**config.mk**
```make
export PLATFORM = sky130hd
export DESIGN_NAME = row_filter_blur_sharpen_core
export DESIGN_NICKNAME = d
export VERILOG_FILES = /design/src/rtl/rfbs_pkg.sv /design/src/rtl/rfbs_cell.sv /design/src/rtl/rfbs_filter.sv /design/src/rtl/row_filter_blur_sharpen_core.sv
export SDC_FILE = /design/constraint.sdc
export NUM_CORES = 1
export LEC_CHECK = 0
export BUFFER_PORTS_ARGS = -buffer_cell sky130_fd_sc_hd__buf_2
export CORE_MARGIN = 5
export CORE_UTILIZATION = 32
export DETAILED_ROUTE_END_ITERATION = 8
export PLACE_DENSITY_LB_ADDON = 0.08
export SLEW_MARGIN = 10
export SYNTH_ARGS = -nofsm -noshare
export SYNTH_HDL_FRONTEND = slang
export SYNTH_HIERARCHICAL = 1
export SYNTH_SLANG_ARGS = --single-unit
```
**constraint.sdc**
```tcl
create_clock -name clk -period 17.3 [get_ports clk]
set_clock_uncertainty 0.1 [all_clocks]
set_input_delay 1.73 -clock clk [delete_from_list [all_inputs] [get_ports clk]]
set_output_delay 1.73 -clock clk [all_outputs]
set_load 0.02 [all_outputs]
```
**src/rtl/rfbs_pkg.sv**
```systemverilog
`timescale 1ns / 1ps
`default_nettype none
// ----------------------------------------------------------------------------
// rfbs_pkg
// Shared types, register map and constants of the horizontal row filter.
// ----------------------------------------------------------------------------
package rfbs_pkg;

  localparam int PIX_W             = 8;
  localparam int MODE_W            = 2;
  localparam int WIDTH_REG_W       = 7;
  localparam int MAX_ROW_WIDTH_DEF = 64;
  localparam int CELL_COUNT        = 4;   // previous pixels held in the window
  localparam int TAP_COUNT         = 5;   // current pixel plus the window
  localparam int SLOT_COUNT        = 3;   // most results one pixel can cause
  localparam int APB_ADDR_W        = 3;
  localparam int APB_DATA_W        = 32;

  // Register map (index taken from address bit 2)
  localparam logic REG_FILTER_MODE = 1'b0;
  localparam logic REG_ROW_WIDTH   = 1'b1;

  localparam logic [WIDTH_REG_W-1:0] ROW_WIDTH_RESET = 7'd20;

  // Filter modes
  localparam logic [MODE_W-1:0] MODE_PASS    = 2'd0;
  localparam logic [MODE_W-1:0] MODE_BLUR3   = 2'd1;
  localparam logic [MODE_W-1:0] MODE_BLUR5   = 2'd2;
  localparam logic [MODE_W-1:0] MODE_SHARPEN = 2'd3;

  // Reciprocal multipliers: floor(s/3) = (s*2731)>>13 for s <= 765,
  // floor(s/5) = (s*3277)>>14 for s <= 1275.
  localparam logic [11:0] DIV3_MUL   = 12'd2731;
  localparam int          DIV3_SHIFT = 13;
  localparam logic [11:0] DIV5_MUL   = 12'd3277;
  localparam int          DIV5_SHIFT = 14;

  localparam logic [PIX_W-1:0] PIX_MAX = 8'd255;

  // Link between neighboring window cells
  typedef struct packed {
    logic [PIX_W-1:0] pixel;    // raw pixel held by the cell
    logic             valid;    // cell holds a pixel of the current row
    logic [PIX_W-1:0] clamped;  // pixel with left-edge replication applied
  } tap_link_t;

  // One queued result
  typedef struct packed {
    logic [PIX_W-1:0] pixel;
    logic             row_end;
  } result_t;

endpackage
`default_nettype wire

```
**src/rtl/rfbs_cell.sv**
```systemverilog
`timescale 1ns / 1ps
`default_nettype none
// ----------------------------------------------------------------------------
// rfbs_cell
// One window cell: holds a past pixel of the row and replicates the left edge.
// ----------------------------------------------------------------------------
module rfbs_cell (
  input  wire logic                clk,
  input  wire logic                rst_n,
  input  wire logic                advance,
  input  wire logic                row_done,
  input  wire rfbs_pkg::tap_link_t up,
  output rfbs_pkg::tap_link_t      down
);

  logic [rfbs_pkg::PIX_W-1:0] pixel_r;
  logic                       valid_r;

  always_ff @(posedge clk) begin
    if (advance) begin
      pixel_r <= up.pixel;
    end
  end

  // drop validity when the row closes so the next row starts at the edge
  always_ff @(posedge clk) begin
    if (!rst_n) begin
      valid_r <= 1'b0;
    end else if (advance) begin
      valid_r <= row_done ? 1'b0 : up.valid;
    end
  end

  always_comb begin
    down.pixel   = pixel_r;
    down.valid   = valid_r;
    down.clamped = valid_r ? pixel_r : up.clamped;
  end

endmodule
`default_nettype wire

```
**src/rtl/rfbs_filter.sv**
```systemverilog
`timescale 1ns / 1ps
`default_nettype none
// ----------------------------------------------------------------------------
// rfbs_filter
// Five-pixel neighborhood filter: pass, 3-tap blur, 5-tap blur or sharpen.
// ----------------------------------------------------------------------------
module rfbs_filter (
  input  wire logic [rfbs_pkg::MODE_W-1:0] mode,
  input  wire logic [rfbs_pkg::PIX_W-1:0]  nb [rfbs_pkg::TAP_COUNT],
  output logic      [rfbs_pkg::PIX_W-1:0]  pixel
);

  logic [9:0]  sum3;
  logic [10:0] sum5;
  logic [21:0] prod3;
  logic [22:0] prod5;
  logic [8:0]  side_sum;
  logic [7:0]  side_avg;
  logic signed [9:0] sharp;

  always_comb begin
    sum3     = 10'(nb[1]) + 10'(nb[2]) + 10'(nb[3]);
    sum5     = 11'(sum3) + 11'(nb[0]) + 11'(nb[4]);
    prod3    = 22'(sum3) * 22'(rfbs_pkg::DIV3_MUL);
    prod5    = 23'(sum5) * 23'(rfbs_pkg::DIV5_MUL);
    side_sum = 9'(nb[1]) + 9'(nb[3]);
    side_avg = side_sum[8:1];
    sharp    = $signed({1'b0, nb[2], 1'b0}) - $signed({2'b00, side_avg});

    case (mode)
      rfbs_pkg::MODE_BLUR3: begin
        pixel = prod3[rfbs_pkg::DIV3_SHIFT +: rfbs_pkg::PIX_W];
      end
      rfbs_pkg::MODE_BLUR5: begin
        pixel = prod5[rfbs_pkg::DIV5_SHIFT +: rfbs_pkg::PIX_W];
      end
      rfbs_pkg::MODE_SHARPEN: begin
        // saturate to 0..255
        if (sharp < 0) begin
          pixel = '0;
        end else if (sharp > $signed(10'(rfbs_pkg::PIX_MAX))) begin
          pixel = rfbs_pkg::PIX_MAX;
        end else begin
          pixel = sharp[7:0];
        end
      end
      default: begin
        pixel = nb[2];
      end
    endcase
  end

endmodule
`default_nettype wire

```
**src/rtl/row_filter_blur_sharpen_core.sv**
```systemverilog
`timescale 1ns / 1ps
`default_nettype none
// ----------------------------------------------------------------------------
// row_filter_blur_sharpen_core
// Horizontal row filter with edge replication over a chain of window cells.
// ----------------------------------------------------------------------------
// Latency: the results a pixel causes are shown from the cycle after its
//   transfer, out of a three-slot result register.
// Throughput: one pixel per cycle while out_ready is high; the last pixel of a
//   row may cause up to three results, and the input then waits until the
//   slots drain through the single result port.
// Reset (synchronous, rst_n low): mode pass-through, row width 20, column 0,
//   window cells and result slots empty.
// ----------------------------------------------------------------------------
module row_filter_blur_sharpen_core #(
  parameter int MAX_ROW_WIDTH = rfbs_pkg::MAX_ROW_WIDTH_DEF
) (
  input  wire logic                            clk,
  input  wire logic                            rst_n,
  // pixel input channel
  input  wire logic                            in_valid,
  output logic                                 in_ready,
  input  wire logic [rfbs_pkg::PIX_W-1:0]      in_pixel_in,
  // result channel
  output logic                                 out_valid,
  input  wire logic                            out_ready,
  output logic      [rfbs_pkg::PIX_W-1:0]      out_pixel_out,
  output logic                                 out_row_end,
  // configuration port
  input  wire logic                            psel,
  input  wire logic                            penable,
  input  wire logic                            pwrite,
  input  wire logic [rfbs_pkg::APB_ADDR_W-1:0] paddr,
  input  wire logic [rfbs_pkg::APB_DATA_W-1:0] pwdata,
  output logic      [rfbs_pkg::APB_DATA_W-1:0] prdata,
  output logic                                 pready
);

  // Width of a column index / row width that can hold MAX_ROW_WIDTH itself
  localparam int WW   = (MAX_ROW_WIDTH > 1) ? $clog2(MAX_ROW_WIDTH + 1) : 1;
  // Common width for comparing the raw register against the limit
  localparam int CMPW = (WW > rfbs_pkg::WIDTH_REG_W) ? WW : rfbs_pkg::WIDTH_REG_W;

  // --------------------------------------------------------------------------
  // Configuration registers
  // --------------------------------------------------------------------------
  logic [rfbs_pkg::MODE_W-1:0]      cfg_mode_r;
  logic [rfbs_pkg::WIDTH_REG_W-1:0] cfg_width_r;
  logic                             cfg_write;
  logic                             cfg_index;

  assign pready    = 1'b1;
  assign cfg_write = psel && penable && pwrite && pready;
  assign cfg_index = paddr[2];

  always_ff @(posedge clk) begin
    if (!rst_n) begin
      cfg_mode_r  <= rfbs_pkg::MODE_PASS;
      cfg_width_r <= rfbs_pkg::ROW_WIDTH_RESET;
    end else if (cfg_write) begin
      case (cfg_index)
        rfbs_pkg::REG_FILTER_MODE: cfg_mode_r  <= pwdata[rfbs_pkg::MODE_W-1:0];
        rfbs_pkg::REG_ROW_WIDTH:   cfg_width_r <= pwdata[rfbs_pkg::WIDTH_REG_W-1:0];
        default: ;
      endcase
    end
  end

  always_comb begin
    case (cfg_index)
      rfbs_pkg::REG_FILTER_MODE: prdata = rfbs_pkg::APB_DATA_W'(cfg_mode_r);
      rfbs_pkg::REG_ROW_WIDTH:   prdata = rfbs_pkg::APB_DATA_W'(cfg_width_r);
      default:                   prdata = '0;
    endcase
  end

  // --------------------------------------------------------------------------
  // Row control: mode and width are sampled on the row's first pixel
  // --------------------------------------------------------------------------
  logic [rfbs_pkg::MODE_W-1:0] row_mode_r;
  logic [WW-1:0]               row_w_r;
  logic [WW-1:0]               col_r;
  logic [CMPW-1:0]             width_raw;
  logic [WW-1:0]               width_clamped;
  logic [rfbs_pkg::MODE_W-1:0] mode_eff;
  logic [WW-1:0]               width_eff;
  logic                        row_start;
  logic                        row_last;
  logic                        in_xfer;
  logic [1:0]                  lag;

  always_comb begin
    width_raw = CMPW'(cfg_width_r);
    // width zero acts as one, anything past the limit acts as the limit
    if (width_raw == '0) begin
      width_clamped = WW'(1);
    end else if (width_raw > CMPW'(MAX_ROW_WIDTH)) begin
      width_clamped = WW'(MAX_ROW_WIDTH);
    end else begin
      width_clamped = width_raw[WW-1:0];
    end

    row_start = (col_r == '0);
    mode_eff  = row_start ? cfg_mode_r    : row_mode_r;
    width_eff = row_start ? width_clamped : row_w_r;
    row_last  = ((col_r + WW'(1)) >= width_eff);

    case (mode_eff)
      rfbs_pkg::MODE_PASS:  lag = 2'd0;
      rfbs_pkg::MODE_BLUR5: lag = 2'd2;
      default:              lag = 2'd1;
    endcase
  end

  assign in_xfer = in_valid && in_ready;

  always_ff @(posedge clk) begin
    if (!rst_n) begin
      row_mode_r <= rfbs_pkg::MODE_PASS;
      row_w_r    <= WW'(rfbs_pkg::ROW_WIDTH_RESET);
      col_r      <= '0;
    end else if (in_xfer) begin
      row_mode_r <= mode_eff;
      row_w_r    <= width_eff;
      col_r      <= row_last ? '0 : col_r + WW'(1);
    end
  end

  // --------------------------------------------------------------------------
  // Window: a chain of cells, each one pixel further back in the row.
  // link[0] is the incoming pixel; link[d] holds column (current - d) with
  // the left edge replicated once the row runs out.
  // --------------------------------------------------------------------------
  rfbs_pkg::tap_link_t link [rfbs_pkg::TAP_COUNT];

  assign link[0] = '{pixel: in_pixel_in, valid: 1'b1, clamped: in_pixel_in};

  for (genvar d = 0; d < rfbs_pkg::CELL_COUNT; d++) begin : g_cell
    rfbs_cell u_cell (
      .clk      (clk),
      .rst_n    (rst_n),
      .advance  (in_xfer),
      .row_done (row_last),
      .up       (link[d]),
      .down     (link[d+1])
    );
  end

  // --------------------------------------------------------------------------
  // Three filter units, one per output offset m (column current - m).
  // Columns to the right of the current pixel replicate the current pixel.
  // --------------------------------------------------------------------------
  logic [rfbs_pkg::PIX_W-1:0] nb   [rfbs_pkg::SLOT_COUNT][rfbs_pkg::TAP_COUNT];
  logic [rfbs_pkg::PIX_W-1:0] fval [rfbs_pkg::SLOT_COUNT];

  for (genvar m = 0; m < rfbs_pkg::SLOT_COUNT; m++) begin : g_filt
    for (genvar i = 0; i < rfbs_pkg::TAP_COUNT; i++) begin : g_nb
      localparam int D = (m - i + 2 < 0) ? 0 : m - i + 2;
      assign nb[m][i] = link[D].clamped;
    end

    rfbs_filter u_filter (
      .mode  (mode_eff),
      .nb    (nb[m]),
      .pixel (fval[m])
    );
  end

  // --------------------------------------------------------------------------
  // Select which offsets this pixel emits and pack them in column order.
  // Offset m is owed once the row holds column m; the steady output is at
  // offset lag, and the row's last pixel flushes every smaller offset.
  // --------------------------------------------------------------------------
  logic [rfbs_pkg::SLOT_COUNT-1:0] take;
  logic [rfbs_pkg::SLOT_COUNT-1:0] have_col;
  rfbs_pkg::result_t               fill [rfbs_pkg::SLOT_COUNT];
  logic [1:0]                      fill_cnt;

  always_comb begin
    have_col[0] = 1'b1;
    have_col[1] = link[1].valid;
    have_col[2] = link[2].valid;
    for (int m = 0; m < rfbs_pkg::SLOT_COUNT; m++) begin
      take[m] = have_col[m] &&
                ((2'(m) == lag) || (row_last && (2'(m) < lag)));
    end

    fill_cnt = '0;
    for (int s = 0; s < rfbs_pkg::SLOT_COUNT; s++) begin
      fill[s] = '0;
    end
    // walk from the oldest column to the newest
    for (int m = rfbs_pkg::SLOT_COUNT - 1; m >= 0; m--) begin
      if (take[m]) begin
        fill[fill_cnt].pixel   = fval[m];
        fill[fill_cnt].row_end = row_last && (m == 0);
        fill_cnt               = fill_cnt + 2'd1;
      end
    end
  end

  // --------------------------------------------------------------------------
  // Result slots: slot 0 faces the output. Take a new pixel once the slots
  // are empty or the last held result transfers in this cycle.
  // --------------------------------------------------------------------------
  rfbs_pkg::result_t slot_r [rfbs_pkg::SLOT_COUNT];
  logic [1:0]        slot_cnt_r;
  logic              out_xfer;

  assign out_valid     = (slot_cnt_r != 2'd0);
  assign out_xfer      = out_valid && out_ready;
  assign in_ready      = (slot_cnt_r == 2'd0) || ((slot_cnt_r == 2'd1) && out_ready);
  assign out_pixel_out = slot_r[0].pixel;
  assign out_row_end   = slot_r[0].row_end;

  always_ff @(posedge clk) begin
    if (in_xfer) begin
      for (int s = 0; s < rfbs_pkg::SLOT_COUNT; s++) begin
        slot_r[s] <= fill[s];
      end
    end else if (out_xfer) begin
      // advance the remaining results toward the output
      for (int s = 0; s < rfbs_pkg::SLOT_COUNT - 1; s++) begin
        slot_r[s] <= slot_r[s+1];
      end
    end
  end

  always_ff @(posedge clk) begin
    if (!rst_n) begin
      slot_cnt_r <= '0;
    end else if (in_xfer) begin
      slot_cnt_r <= fill_cnt;
    end else if (out_xfer) begin
      slot_cnt_r <= slot_cnt_r - 2'd1;
    end
  end

endmodule
`default_nettype wire

```
---- After elaboration in Yosys (flattened, before gate mapping) ----
Memory sizes are Yosys's and may differ from the RTL's.
Cells that the tools add are included.
Widths: inputs -> output; s select.
storage, ports and cells
  RAM bits ................................ 27
  flip-flop bits (word level) ............. 63
  memories kept ........................... 1
  latch bits .............................. 0
  bits in read-only memories .............. 0
  input port bits ......................... 50
cells by class
  magnitude comparators ................... 15
  $add $sub $neg .......................... 22
  divide/modulo/power cells ............... 0
  multipliers ............................. 6
  reduce and logical (&&, ||, !) cells .... 25
  eq/ne operators ......................... 6
  bitwise logic cells ..................... 5
  muxes and demuxes ....................... 51
  shift-type cells ........................ 0
memory list
  name    words  width  read ports  clocked after memory_dff  write ports  line                                 source
  slot_r  3      9      3           0                         3            row_filter_blur_sharpen_core.sv:206  rfbs_pkg::result_t slot_r [rfbs_pkg::SLOT_COUNT];
operator list
  kind                    number
  $bwmux 27               4
  $mux 8                  10
  $demux 9 s2             4
  $pmux 8 s3              3
  $mul 11x12->22 const B  3
  $pmux 32 s2             1
  $mul 10x12->21 const B  3
  $add 8x8->9             6
  $mux 27                 2
  $mux 9                  5
  $add 10x8->11           3
  $add 11x8->11           3
  $add 10x8->10           3
  $gt 10x9->1 const B     3
  $lt 10x1->1 const B     3
  $sub 9x8->10            3
  $mux 7                  4
  $logic_not 7->1         2
  $logic_and 1x1->1       12
  $mux 1                  12
  $mux 2                  5
  $add 7x1->7 const B     1
  $ge 7x7->1              1
  $gt 7x7->1 const B      1
  other kinds (18)        33

---- Depth between registers and ports, before layout ----
Gate-level depths: netlist (run 1).
  depth in word-level cells ............... 21
  gate-level depth with buffers ........... 43
  mapped depth without buffers ............ 42

---- Modules after synthesis ----
The synthesis (run 1) kept the hierarchy.
by module, submodules not included
  module                             area each (um^2)  times used  cells each
  rfbs_filter at g_filt[1].u_filter  5731.7            1           646
  rfbs_filter at g_filt[0].u_filter  5669.2            1           623
  rfbs_filter at g_filt[2].u_filter  5635.4            1           630
  row_filter_blur_sharpen_core       3359.5            1           373
  rfbs_cell                          419.2             4           22

---- Worst setup path after synthesis (run 1) ----
OpenSTA, ideal clock, no wires.
  path type ............................... input-to-reg
  start point ............................. in in_pixel_in[1] (netlist name)
  end point ............................... mem slot_r[0][13] (netlist name) (data pin)
  path buffers ............................ 0
  data required time ...................... 16939 ps
  arrival time ............................ 10131 ps
  slack ................................... 6809 ps
  cell stages on the path ................. 37
  library setup time ...................... 261 ps
  cells stage by stage .................... mux2_4 -> mux2_4 -> inv_1 -> fa_1 -> inv_1 -> ha_1 -> inv_1 -> fa_1 -> xnor2_1 -> inv_1 -> fa_1 -> inv_1 -> ha_1 -> a21oi_1 -> o21bai_1 -> a21oi_1 -> o21bai_1 -> a21oi_1 -> nor2b_1 -> o21a_1 -> ha_1 -> fa_1 -> fa_1 -> fa_1 -> fa_1 -> inv_1 -> ha_1 -> nor3_1 -> o41ai_2 -> o221ai_2 -> a32oi_2 -> a21oi_1 -> xnor2_1 -> nor2_1 -> o32a_1 -> a221oi_1 -> nor2_1
RTL lines
  element          line                                 source
  start, declared  row_filter_blur_sharpen_core.sv:23   input wire logic [rfbs_pkg::PIX_W-1:0] in_pixel_in,
  end, declared    row_filter_blur_sharpen_core.sv:206

==> out/results.md, run 1 <==
* 70 ps — clock-pin transition on the worst setup and hold timing paths
* 4.82 — post-detailed-route via-to-cell ratio
* 0 — number of nets with antenna violations after routing
* 6 — YS warnings
* built — TritonCTS clock tree
* 23100 um^2 — total cell area at the placement stage
* 68 — pin count of the biggest net entering global routing
* 17.3 um — routed wirelength normalized by instance count
* 4910 ps — pre-CTS setup slack
* 2359 — gate count after technology mapping
* input port — startpoint class of the critical path
* 94 — IO Pins
* 0 ps — setup TNS
* 68500 um^2 — core region area
* 40 — count of buffers inserted at the top-level ports
* adder cells — dominant delay contributor by cell family on the critical path
* 0 — final-report setup violation count
* 11930 ps — min Tclk post-route
* 0 — postcts setup bufs
* 0 — DRC errors left
* 0 — number of buffers inserted for hold repair after clock tree synthesis
* sky130_fd_sc_hd__a211oi_1 — standard cell with the maximum stage delay on the critical path
* 0 — Max Cap Violations
* reg2reg — worst hold path class
* 2 — maximum buffer depth of the clock tree
* 3 — H-Tree Level Count
* sky130_fd_sc_hd__inv_1 — commonest non-fill, non-tap cell in the layout
* 665 — violation count after the first detailed-routing iteration
* 9 — CTS buffer count
* 27900 um — met1 wire length
* 0 — Slew Viols, Final
* 0.799 — global placement routability congestion
* 83.8 MHz — Max Freq
* sky130_fd_sc_hd__clkbuf_16 — clock root cell
* 1 — antenna violations before repair
* 17400 um^2 — area occupied by multi-input gates
* 74300 um^2 — Die Area
* 0.690 — post-route fraction of the period consumed by the critical path
* 1170 ps — Worst Max-Slew Pin Slew
* 22100 um^2 — area of the mapped netlist
* 26300 um — DR WL met2
* 350 ps — worst-skew pair later-pin latency
* 9.35 um^2 — mean cell area of the mapped netlist
* 8 — CP Buf/Inv Count
* 90000 um — first-pass GRT wire length
* 23400 um^2 — area of all placed cells without fillers
* 15.7k — vias after detailed routing
* 0.152 — All-Layer GR Usage
* 0 — global route overflow
* 16.2k — via count of the first global-routing pass
* met4 — highest metal layer with signal wires
* 13 — maximum fanout along the worst path
* 17380 ps — Worst Path Required
* 5370 ps — fin worst setup slack
* 12010 ps — critical path arrival
* 505 x sky130_fd_sc_hd__inv_1, 464 x sky130_fd_sc_hd__ha_1, 237 x sky130_fd_sc_hd__fa_1, 129 x sky130_fd_sc_hd__a21oi_1, 105 x sky130_fd_sc_hd__nor2_1 — highest-count cells in the layout ignoring fill and taps
* 990 ps — highest cell delay on the worst timing path
* 56400 um — total detailed-routing wirelength
* in2reg — kind of critical path
* 1560 um — sum of met3 wire segment lengths after detailed routing
* 0 — post-CTS resize count
* 0.322 — initial core utilization
* 6.03% — area grow syn2layout
* 48000 um — Detailed Place HPWL
* 90 — clock tree sinks
* 5 — TritonRoute pass-1 iters
* 0 — diodes inserted
* 0.0622 — fraction of final layout cells sized beyond drive strength 1
* finished clean — result of the run
* 0 — number of hold violations in the final report
* register — nature of the critical path endpoint
* 0.213 — worst rel slew slack
* 7112 — fillcell total
* 273 um — Chip Width
* 96 — floorplan row count
* 3127 — final-stage net count
* 273 um — die boundary height
* 2390 um^2 — FF+latch area
* false — unrepaired setup endpoints after global routing
## routing by layer
layer / GRT usage / vias to the layer above
met3: 0.0123 / 22
met5: 0 / -
met2: 0.257 / 177
met1: 0.220 / 7603
met4: 0.0196 / 0
li1: - / 7914
## registers in the layout, summed over array words and instances, names as in the netlist
signal,flops
cfg_width_r,7
row_w_r,7
g_cell.u_cell/pixel_r,32
g_cell.u_cell/valid_r,4
row_mode_r,2
slot_r,27
cfg_mode_r,2
slot_cnt_r,2
col_r,7
## final cells by class
type                       instances  share of cell area
multi-input combinational       1718               0.744
sequential                        90               0.102
inverter                         507              0.0813
tap                              882              0.0472
clock buffer                      14              0.0122
timing repair buffer              50              0.0118
clock inverter                     2            0.000749
## final timing paths
path                                       to                         from  depth (start not counted)  slack (ps)
setup reg to reg                 slot_r[0][5]     g_cell[0].u_cell/valid_r                         37        6200
hold reg to reg   g_cell[2].u_cell/pixel_r[6]  g_cell[1].u_cell/pixel_r[6]                          0         350
hold / removal    g_cell[2].u_cell/pixel_r[6]  g_cell[1].u_cell/pixel_r[6]                          0         350
setup / recovery                 slot_r[0][4]               in_pixel_in[1]                         39        5370
## per-stage QoR
stage	hold WS, ps	cells	utilization
final	353	3263	0.342
after global routing	364	3263	0.342
after CTS	352	3263	0.342
after detailed placement	336	3247	0.337
after global placement	329	3247	0.337
after floorplan	327	2384	-
Power of run 1 is left out: the tool's default activity adds up to more than one toggle a clock period on the data nets, which glitch-free logic cannot reach.
==> run 2: changes to the inputs <==
==> constraint.sdc (replaced) <==
create_clock -name clk -period 12.09 [get_ports clk]
set_clock_uncertainty 0.1 [all_clocks]
set_input_delay 1.209 -clock clk [delete_from_list [all_inputs] [get_ports clk]]
set_output_delay 1.209 -clock clk [all_outputs]
set_load 0.02 [all_outputs]
==> out/results.md, run 2 (synthesis gave the netlist of run 1 again) <==
* 32 — number of flip-flops in the largest register, unchanged
* 23200 um^2 — total cell area at the placement stage, +0.36%
* 74300 um^2 — Die Area, unchanged
* 0 — post-CTS resize count, unchanged
* 57100 um — total detailed-routing wirelength, +1.1%
* 49 — pin count of the biggest net entering global routing, -28%
* g_cell.u_cell/pixel_r — Top reg by flops
* 0 — final-report setup violation count, unchanged
* 70 ps — clock-pin transition on the worst setup and hold timing paths, about the same
* 7164 — fillcell total, +0.73%
* 94 — IO Pins, unchanged
* sky130_fd_sc_hd__inv_1 — most used cell along the critical path
* 0 — Max Cap Violations, unchanged
* 23500 um^2 — area of all placed cells without fillers, +0.39%
* 2 — maximum buffer depth of the clock tree, unchanged
* 273 um — Chip Width, unchanged
* 10 — maximum fanout along the worst path, -3
* 89.8 MHz — Max Freq
* finished clean — result of the run
* 0 — number of hold violations in the final report, unchanged
* 96 — floorplan row count, unchanged
* 0 ps — setup TNS, unchanged
* 40 — count of buffers inserted at the top-level ports, unchanged
* 4.84 — post-detailed-route via-to-cell ratio, +0.50%
* register — nature of the critical path endpoint
* false — unrepaired setup endpoints after global routing
* 16.7k — via count of the first global-routing pass, +3.1%
* reg2reg — worst hold path class
* 3 — H-Tree Level Count, unchanged
* 12050 ps — Worst Path Required, -5330 ps
* 9 — CTS buffer count, unchanged
* sky130_fd_sc_hd__a2111oi_0 — standard cell with the maximum stage delay on the critical path
* 68500 um^2 — core region area, unchanged
* 92200 um — first-pass GRT wire length, +2.4%
* input port — startpoint class of the critical path
* 0.156 — All-Layer GR Usage, +0.00322
* 11130 ps — min Tclk post-route
* in2reg — kind of critical path
* sky130_fd_sc_hd__clkbuf_16 — clock root cell
* sky130_fd_sc_hd__inv_1 — commonest non-fill, non-tap cell in the layout
* g_cell.u_cell/pixel_r (32), slot_r (27) — leading registers by flop count
* 339 ps — final hold slack, -13.8 ps
* 350 ps — worst-skew pair later-pin latency, about the same
* 17.4 um — routed wirelength normalized by instance count, +0.80%
* 6.44% — area grow syn2layout
* 0 — global route overflow, unchanged
* 11100 ps — critical path arrival, -910 ps
* 836 ps — Worst Max-Slew Pin Slew, -337 ps
* 642 — violation count after the first detailed-routing iteration, -3.5%
* 0 — diodes inserted, unchanged
* 5 — TritonRoute pass-1 iters, unchanged
* 0.835 — global placement routability congestion, +4.6%
* 0 — number of buffers inserted for hold repair after clock tree synthesis, unchanged
* 0 — number of nets with antenna violations after routing, unchanged
* adder cells — dominant delay contributor by cell family on the critical path
* 750 ps — highest cell delay on the worst timing path, -240 ps
* 48900 um — Detailed Place HPWL, +2.0%
* 0.442 — worst rel slew slack, +0.229
* 0 — DRC errors left, unchanged
* 15.8k — vias after detailed routing, +0.84%
* 0 — postcts setup bufs, unchanged
* built — TritonCTS clock tree
* 11 — CP Buf/Inv Count, +3
* 0.921 — post-route fraction of the period consumed by the critical path
* 4 — antenna violations before repair, +3
* 505 x sky130_fd_sc_hd__inv_1, 464 x sky130_fd_sc_hd__ha_1, 237 x sky130_fd_sc_hd__fa_1, 129 x sky130_fd_sc_hd__a21oi_1, 105 x sky130_fd_sc_hd__nor2_1 — highest-count cells in the layout ignoring fill and taps
* 273 um — die boundary height, unchanged
* 0 — Slew Viols, Final, unchanged
* 3138 — final-stage net count, +0.35%
* 0.0673 — fraction of final layout cells sized beyond drive strength 1, +0.00515
* 0.322 — initial core utilization, unchanged
* 90 — clock tree sinks, unchanged
## run 2: cell types whose count changed in the layout (fill, tap and decap cells not counted)
cell | previous run | this run
sky130_fd_sc_hd__inv_4 | 0 | 1
sky130_fd_sc_hd__bufinv_16 | 0 | 1
sky130_fd_sc_hd__clkinv_2 | 0 | 1
sky130_fd_sc_hd__clkbuf_1 | 3 | 1
sky130_fd_sc_hd__clkbuf_16 | 11 | 10
sky130_fd_sc_hd__clkinv_4 | 1 | 0
sky130_fd_sc_hd__buf_4 | 10 | 21
sky130_fd_sc_hd__inv_6 | 1 | 2
## run 2: area by class of cell
type / count / area, um^2 / share of cell area
sequential: 90 / 2390 / 0.102
timing repair buffer: 61 / 358 / 0.0152
tap: 882 / 1100 / 0.0470
clock inverter: 5 / 58.8 / 0.00250
clock buffer: 11 / 254 / 0.0108
inverter: 507 / 1900 / 0.0810
multi-input combinational: 1718 / 17400 / 0.742
## run 2: worst paths after layout
path	end	start	cells after the start	slack, ps
worst max-delay path	slot_r[0][4]	in_pixel_in[1]	38	960
worst min-delay path	g_cell[2].u_cell/pixel_r[6]	g_cell[1].u_cell/pixel_r[6]	0	340
worst max register to register	slot_r[0][4]	g_cell[0].u_cell/valid_r	37	1230
worst min register to register	g_cell[2].u_cell/pixel_r[6]	g_cell[1].u_cell/pixel_r[6]	0	340
## run 2: metal layers
layer	GRT usage	up-vias	routed length (um)
met2	0.251	161	25500
li1	-	7926	-
met1	0.227	7711	28900
met3	0.0144	48	1360
met5	0	-	7
met4	0.0356	2	1310
## run 2: through the flow
step | worst slack, ps | util | instances
4_1_cts | 882 | 0.343 | 3274
3_3_place_gp | 575 | 0.338 | 3258
5_1_grt | 249 | 0.343 | 3274
2_1_floorplan | 2120 | - | 2384
3_5_place_dp | 567 | 0.338 | 3258
6_report | 957 | 0.343 | 3274
## run 2: worst register-to-register path, delay by kind of cell, from the launching register on
kind                       cells  cell delay (ps)
AOI/OAI and AO/OA             10             2510
xor gates and xnor gates       3             1010
adders and majority gates     11             4310
buffers and inverters         10              820
DFF                            1              640
muxes                          3             1190
Power of run 2 is left out for the same reason.
==> run 3: changes to the inputs <==
--- a/config.mk
+++ b/config.mk
@@ -6,9 +6,10 @@
 export NUM_CORES = 1
 export LEC_CHECK = 0
 export BUFFER_PORTS_ARGS = -buffer_cell sky130_fd_sc_hd__buf_2
-export CORE_MARGIN = 5
+export CORE_MARGIN = 2
 export CORE_UTILIZATION = 32
 export DETAILED_ROUTE_END_ITERATION = 8
+export GPL_TIMING_DRIVEN = 0
 export PLACE_DENSITY_LB_ADDON = 0.08
 export SLEW_MARGIN = 10
 export SYNTH_ARGS = -nofsm -noshare
==> out/results.md, run 3 (synthesis gave the netlist of run 1 again) <==
* finished clean — result of the run
* false — unrepaired setup endpoints after global routing
* 350 ps — worst-skew pair later-pin latency, about the same
* 0 — Slew Viols, Final, unchanged
* 500 ps — highest cell delay on the worst timing path, -250 ps
* slot_r[0][3] — worst r2r dst
* sky130_fd_sc_hd__inv_1 — most used cell along the critical path
* register — nature of the critical path endpoint
* 96 — floorplan row count, unchanged
* 0 — number of nets with antenna violations after routing, unchanged
* 0 — global route overflow, unchanged
* 0.347 — share of the core filled with cells, +0.00437
* input port — startpoint class of the critical path
* 0 — final-report setup violation count, unchanged
* 342 ps — final hold slack, +3.33 ps
* sky130_fd_sc_hd__clkbuf_16 — clock root cell
* 17.2 um — routed wirelength normalized by instance count, -1.6%
* 2 — maximum buffer depth of the clock tree, unchanged
* 5 — TritonRoute pass-1 iters, unchanged
* 11470 ps — critical path arrival, +370 ps
* 4.82 — post-detailed-route via-to-cell ratio, -0.46%
* 3186 — final-stage net count, +1.5%
* 9 — CTS buffer count, unchanged
* sky130_fd_sc_hd__inv_1 — commonest non-fill, non-tap cell in the layout
* sky130_fd_sc_hd__fa_1 — standard cell with the maximum stage delay on the critical path
* 87.5 MHz — Max Freq, -2.6%
* 39 — count of buffers inserted at the top-level ports, -2.5%
* built — TritonCTS clock tree
* 49000 um — Detailed Place HPWL, about the same
* g_cell[0].u_cell/valid_r — reg-to-reg startpoint
* 12130 ps — Worst Path Required, +80 ps
* 267 um — Chip Width, -2.2%
* 858 ps — Worst Max-Slew Pin Slew, +21.7 ps
* 0.165 — All-Layer GR Usage, +0.00939
* 1260 ps — register-to-register path setup slack, +30 ps
* 16.8k — via count of the first global-routing pass, +0.20%
* 0.828 — global placement routability congestion, -0.90%
* 13 — maximum fanout along the worst path, +3
* in2reg — kind of critical path
* 70 ps — clock-pin transition on the worst setup and hold timing paths, about the same
* 32 — number of flip-flops in the largest register, unchanged
* 7.80% — area grow syn2layout
* 11430 ps — min Tclk post-route, +296 ps
* g_cell.u_cell/pixel_r (32), slot_r (27) — leading registers by flop count
* 0.322 — initial core utilization, unchanged
* 0.0775 — fraction of final layout cells sized beyond drive strength 1, +0.0102
* 57000 um — total detailed-routing wirelength, -0.16%
* 91500 um — first-pass GRT wire length, -0.80%
* 0.945 — post-route fraction of the period consumed by the critical path, +0.0245
* 0 — number of buffers inserted for hold repair after clock tree synthesis, unchanged
* 267 um — die boundary height, -2.2%
* 505 x sky130_fd_sc_hd__inv_1, 464 x sky130_fd_sc_hd__ha_1, 237 x sky130_fd_sc_hd__fa_1, 129 x sky130_fd_sc_hd__a21oi_1, 105 x sky130_fd_sc_hd__nor2_1 — highest-count cells in the layout ignoring fill and taps
* 0 — DRC errors left, unchanged
* reg2reg — worst hold path class
* 90 — clock tree sinks, unchanged
* in_pixel_in[1] — Crit. Startpoint
* 71100 um^2 — Die Area, -4.4%
* slot_r[0][3] — timing endpoint of the critical path
* 1 — antenna violations before repair, -3
* 39 — r2r worst-path depth, +5.4%
* 682 — violation count after the first detailed-routing iteration, +6.2%
* 0 — Max Cap Violations, unchanged
* 16.0k — vias after detailed routing, +1.0%
* 0.422 — worst rel slew slack, -0.0205
* 34 — pin count of the biggest net entering global routing, -31%
* 0 — diodes inserted, unchanged
* 3 — H-Tree Level Count, unchanged
* 0 ps — setup TNS, unchanged
* 68500 um^2 — core region area, unchanged
* 94 — IO Pins, unchanged
* g_cell.u_cell/pixel_r — Top reg by flops
* 0 — number of hold violations in the final report, unchanged
## run 3: cell types whose count changed in the layout (fill, tap and decap cells not counted), moves of 3 or more
| cell | change |
|---|---|
| sky130_fd_sc_hd__clkbuf_1 | +21 |
| sky130_fd_sc_hd__buf_4 | +17 |
| sky130_fd_sc_hd__buf_6 | +5 |
| sky130_fd_sc_hd__buf_2 | +3 |
## run 3: worst min-delay path by stage
stage / to / from / slack, ps / cells past startpoint
after floorplan: g_cell[1].u_cell/pixel_r[0] / g_cell[0].u_cell/pixel_r[0] / 330 / 0
after global placement: g_cell[2].u_cell/pixel_r[7] / g_cell[1].u_cell/pixel_r[7] / 330 / 0
after detailed placement: g_cell[1].u_cell/pixel_r[3] / g_cell[0].u_cell/pixel_r[3] / 330 / 0
after CTS: g_cell[1].u_cell/pixel_r[3] / g_cell[0].u_cell/pixel_r[3] / 340 / 0
after global routing: g_cell[1].u_cell/pixel_r[2] / g_cell[0].u_cell/pixel_r[2] / 350 / 0
final: g_cell[1].u_cell/pixel_r[3] / g_cell[0].u_cell/pixel_r[3] / 340 / 0
## run 3: what timing repair did
action	in CTS	in global routing
gates resized for setup	0	2
buffers inserted	0	0
setup endpoints to repair	0	2
## run 3: worst max-delay path, delay by kind of cell
kind / cells / cell delay [ps]
AOI/OAI and AO/OA: 13 / 2990
buffers and inverters: 9 / 960
xor gates and xnor gates: 3 / 680
adders and majority gates: 11 / 4430
muxes: 3 / 1170
## run 3: area by class of cell
class / instances / area, um^2
inverter: 507 / 1900
fill: 7099 / 44700
sequential: 90 / 2390
buffer: 69 / 448
clock inverter: 6 / 65.1
multi-input combinational: 1718 / 17400
timing repair buffer: 40 / 215
clock buffer: 10 / 229
tap: 882 / 1100
## run 3: routing by layer
layer,vias up,global-route usage,share of wire
li1,8033,-,-
met1,7745,0.233,0.50
met2,191,0.279,0.46
met3,35,0.0153,0.023
met4,2,0.0228,0.013
met5,-,0,0.00023
## run 3: through the flow
step	std cells	area, um^2	setup WS, ps
floorplan	2384	22200	2120
global placement	3305	23500	117
detailed placement	3306	23500	190
CTS	3322	23800	489
global route	3322	23800	13.1
finish	3322	23800	661
Power of run 3 is left out for the same reason.
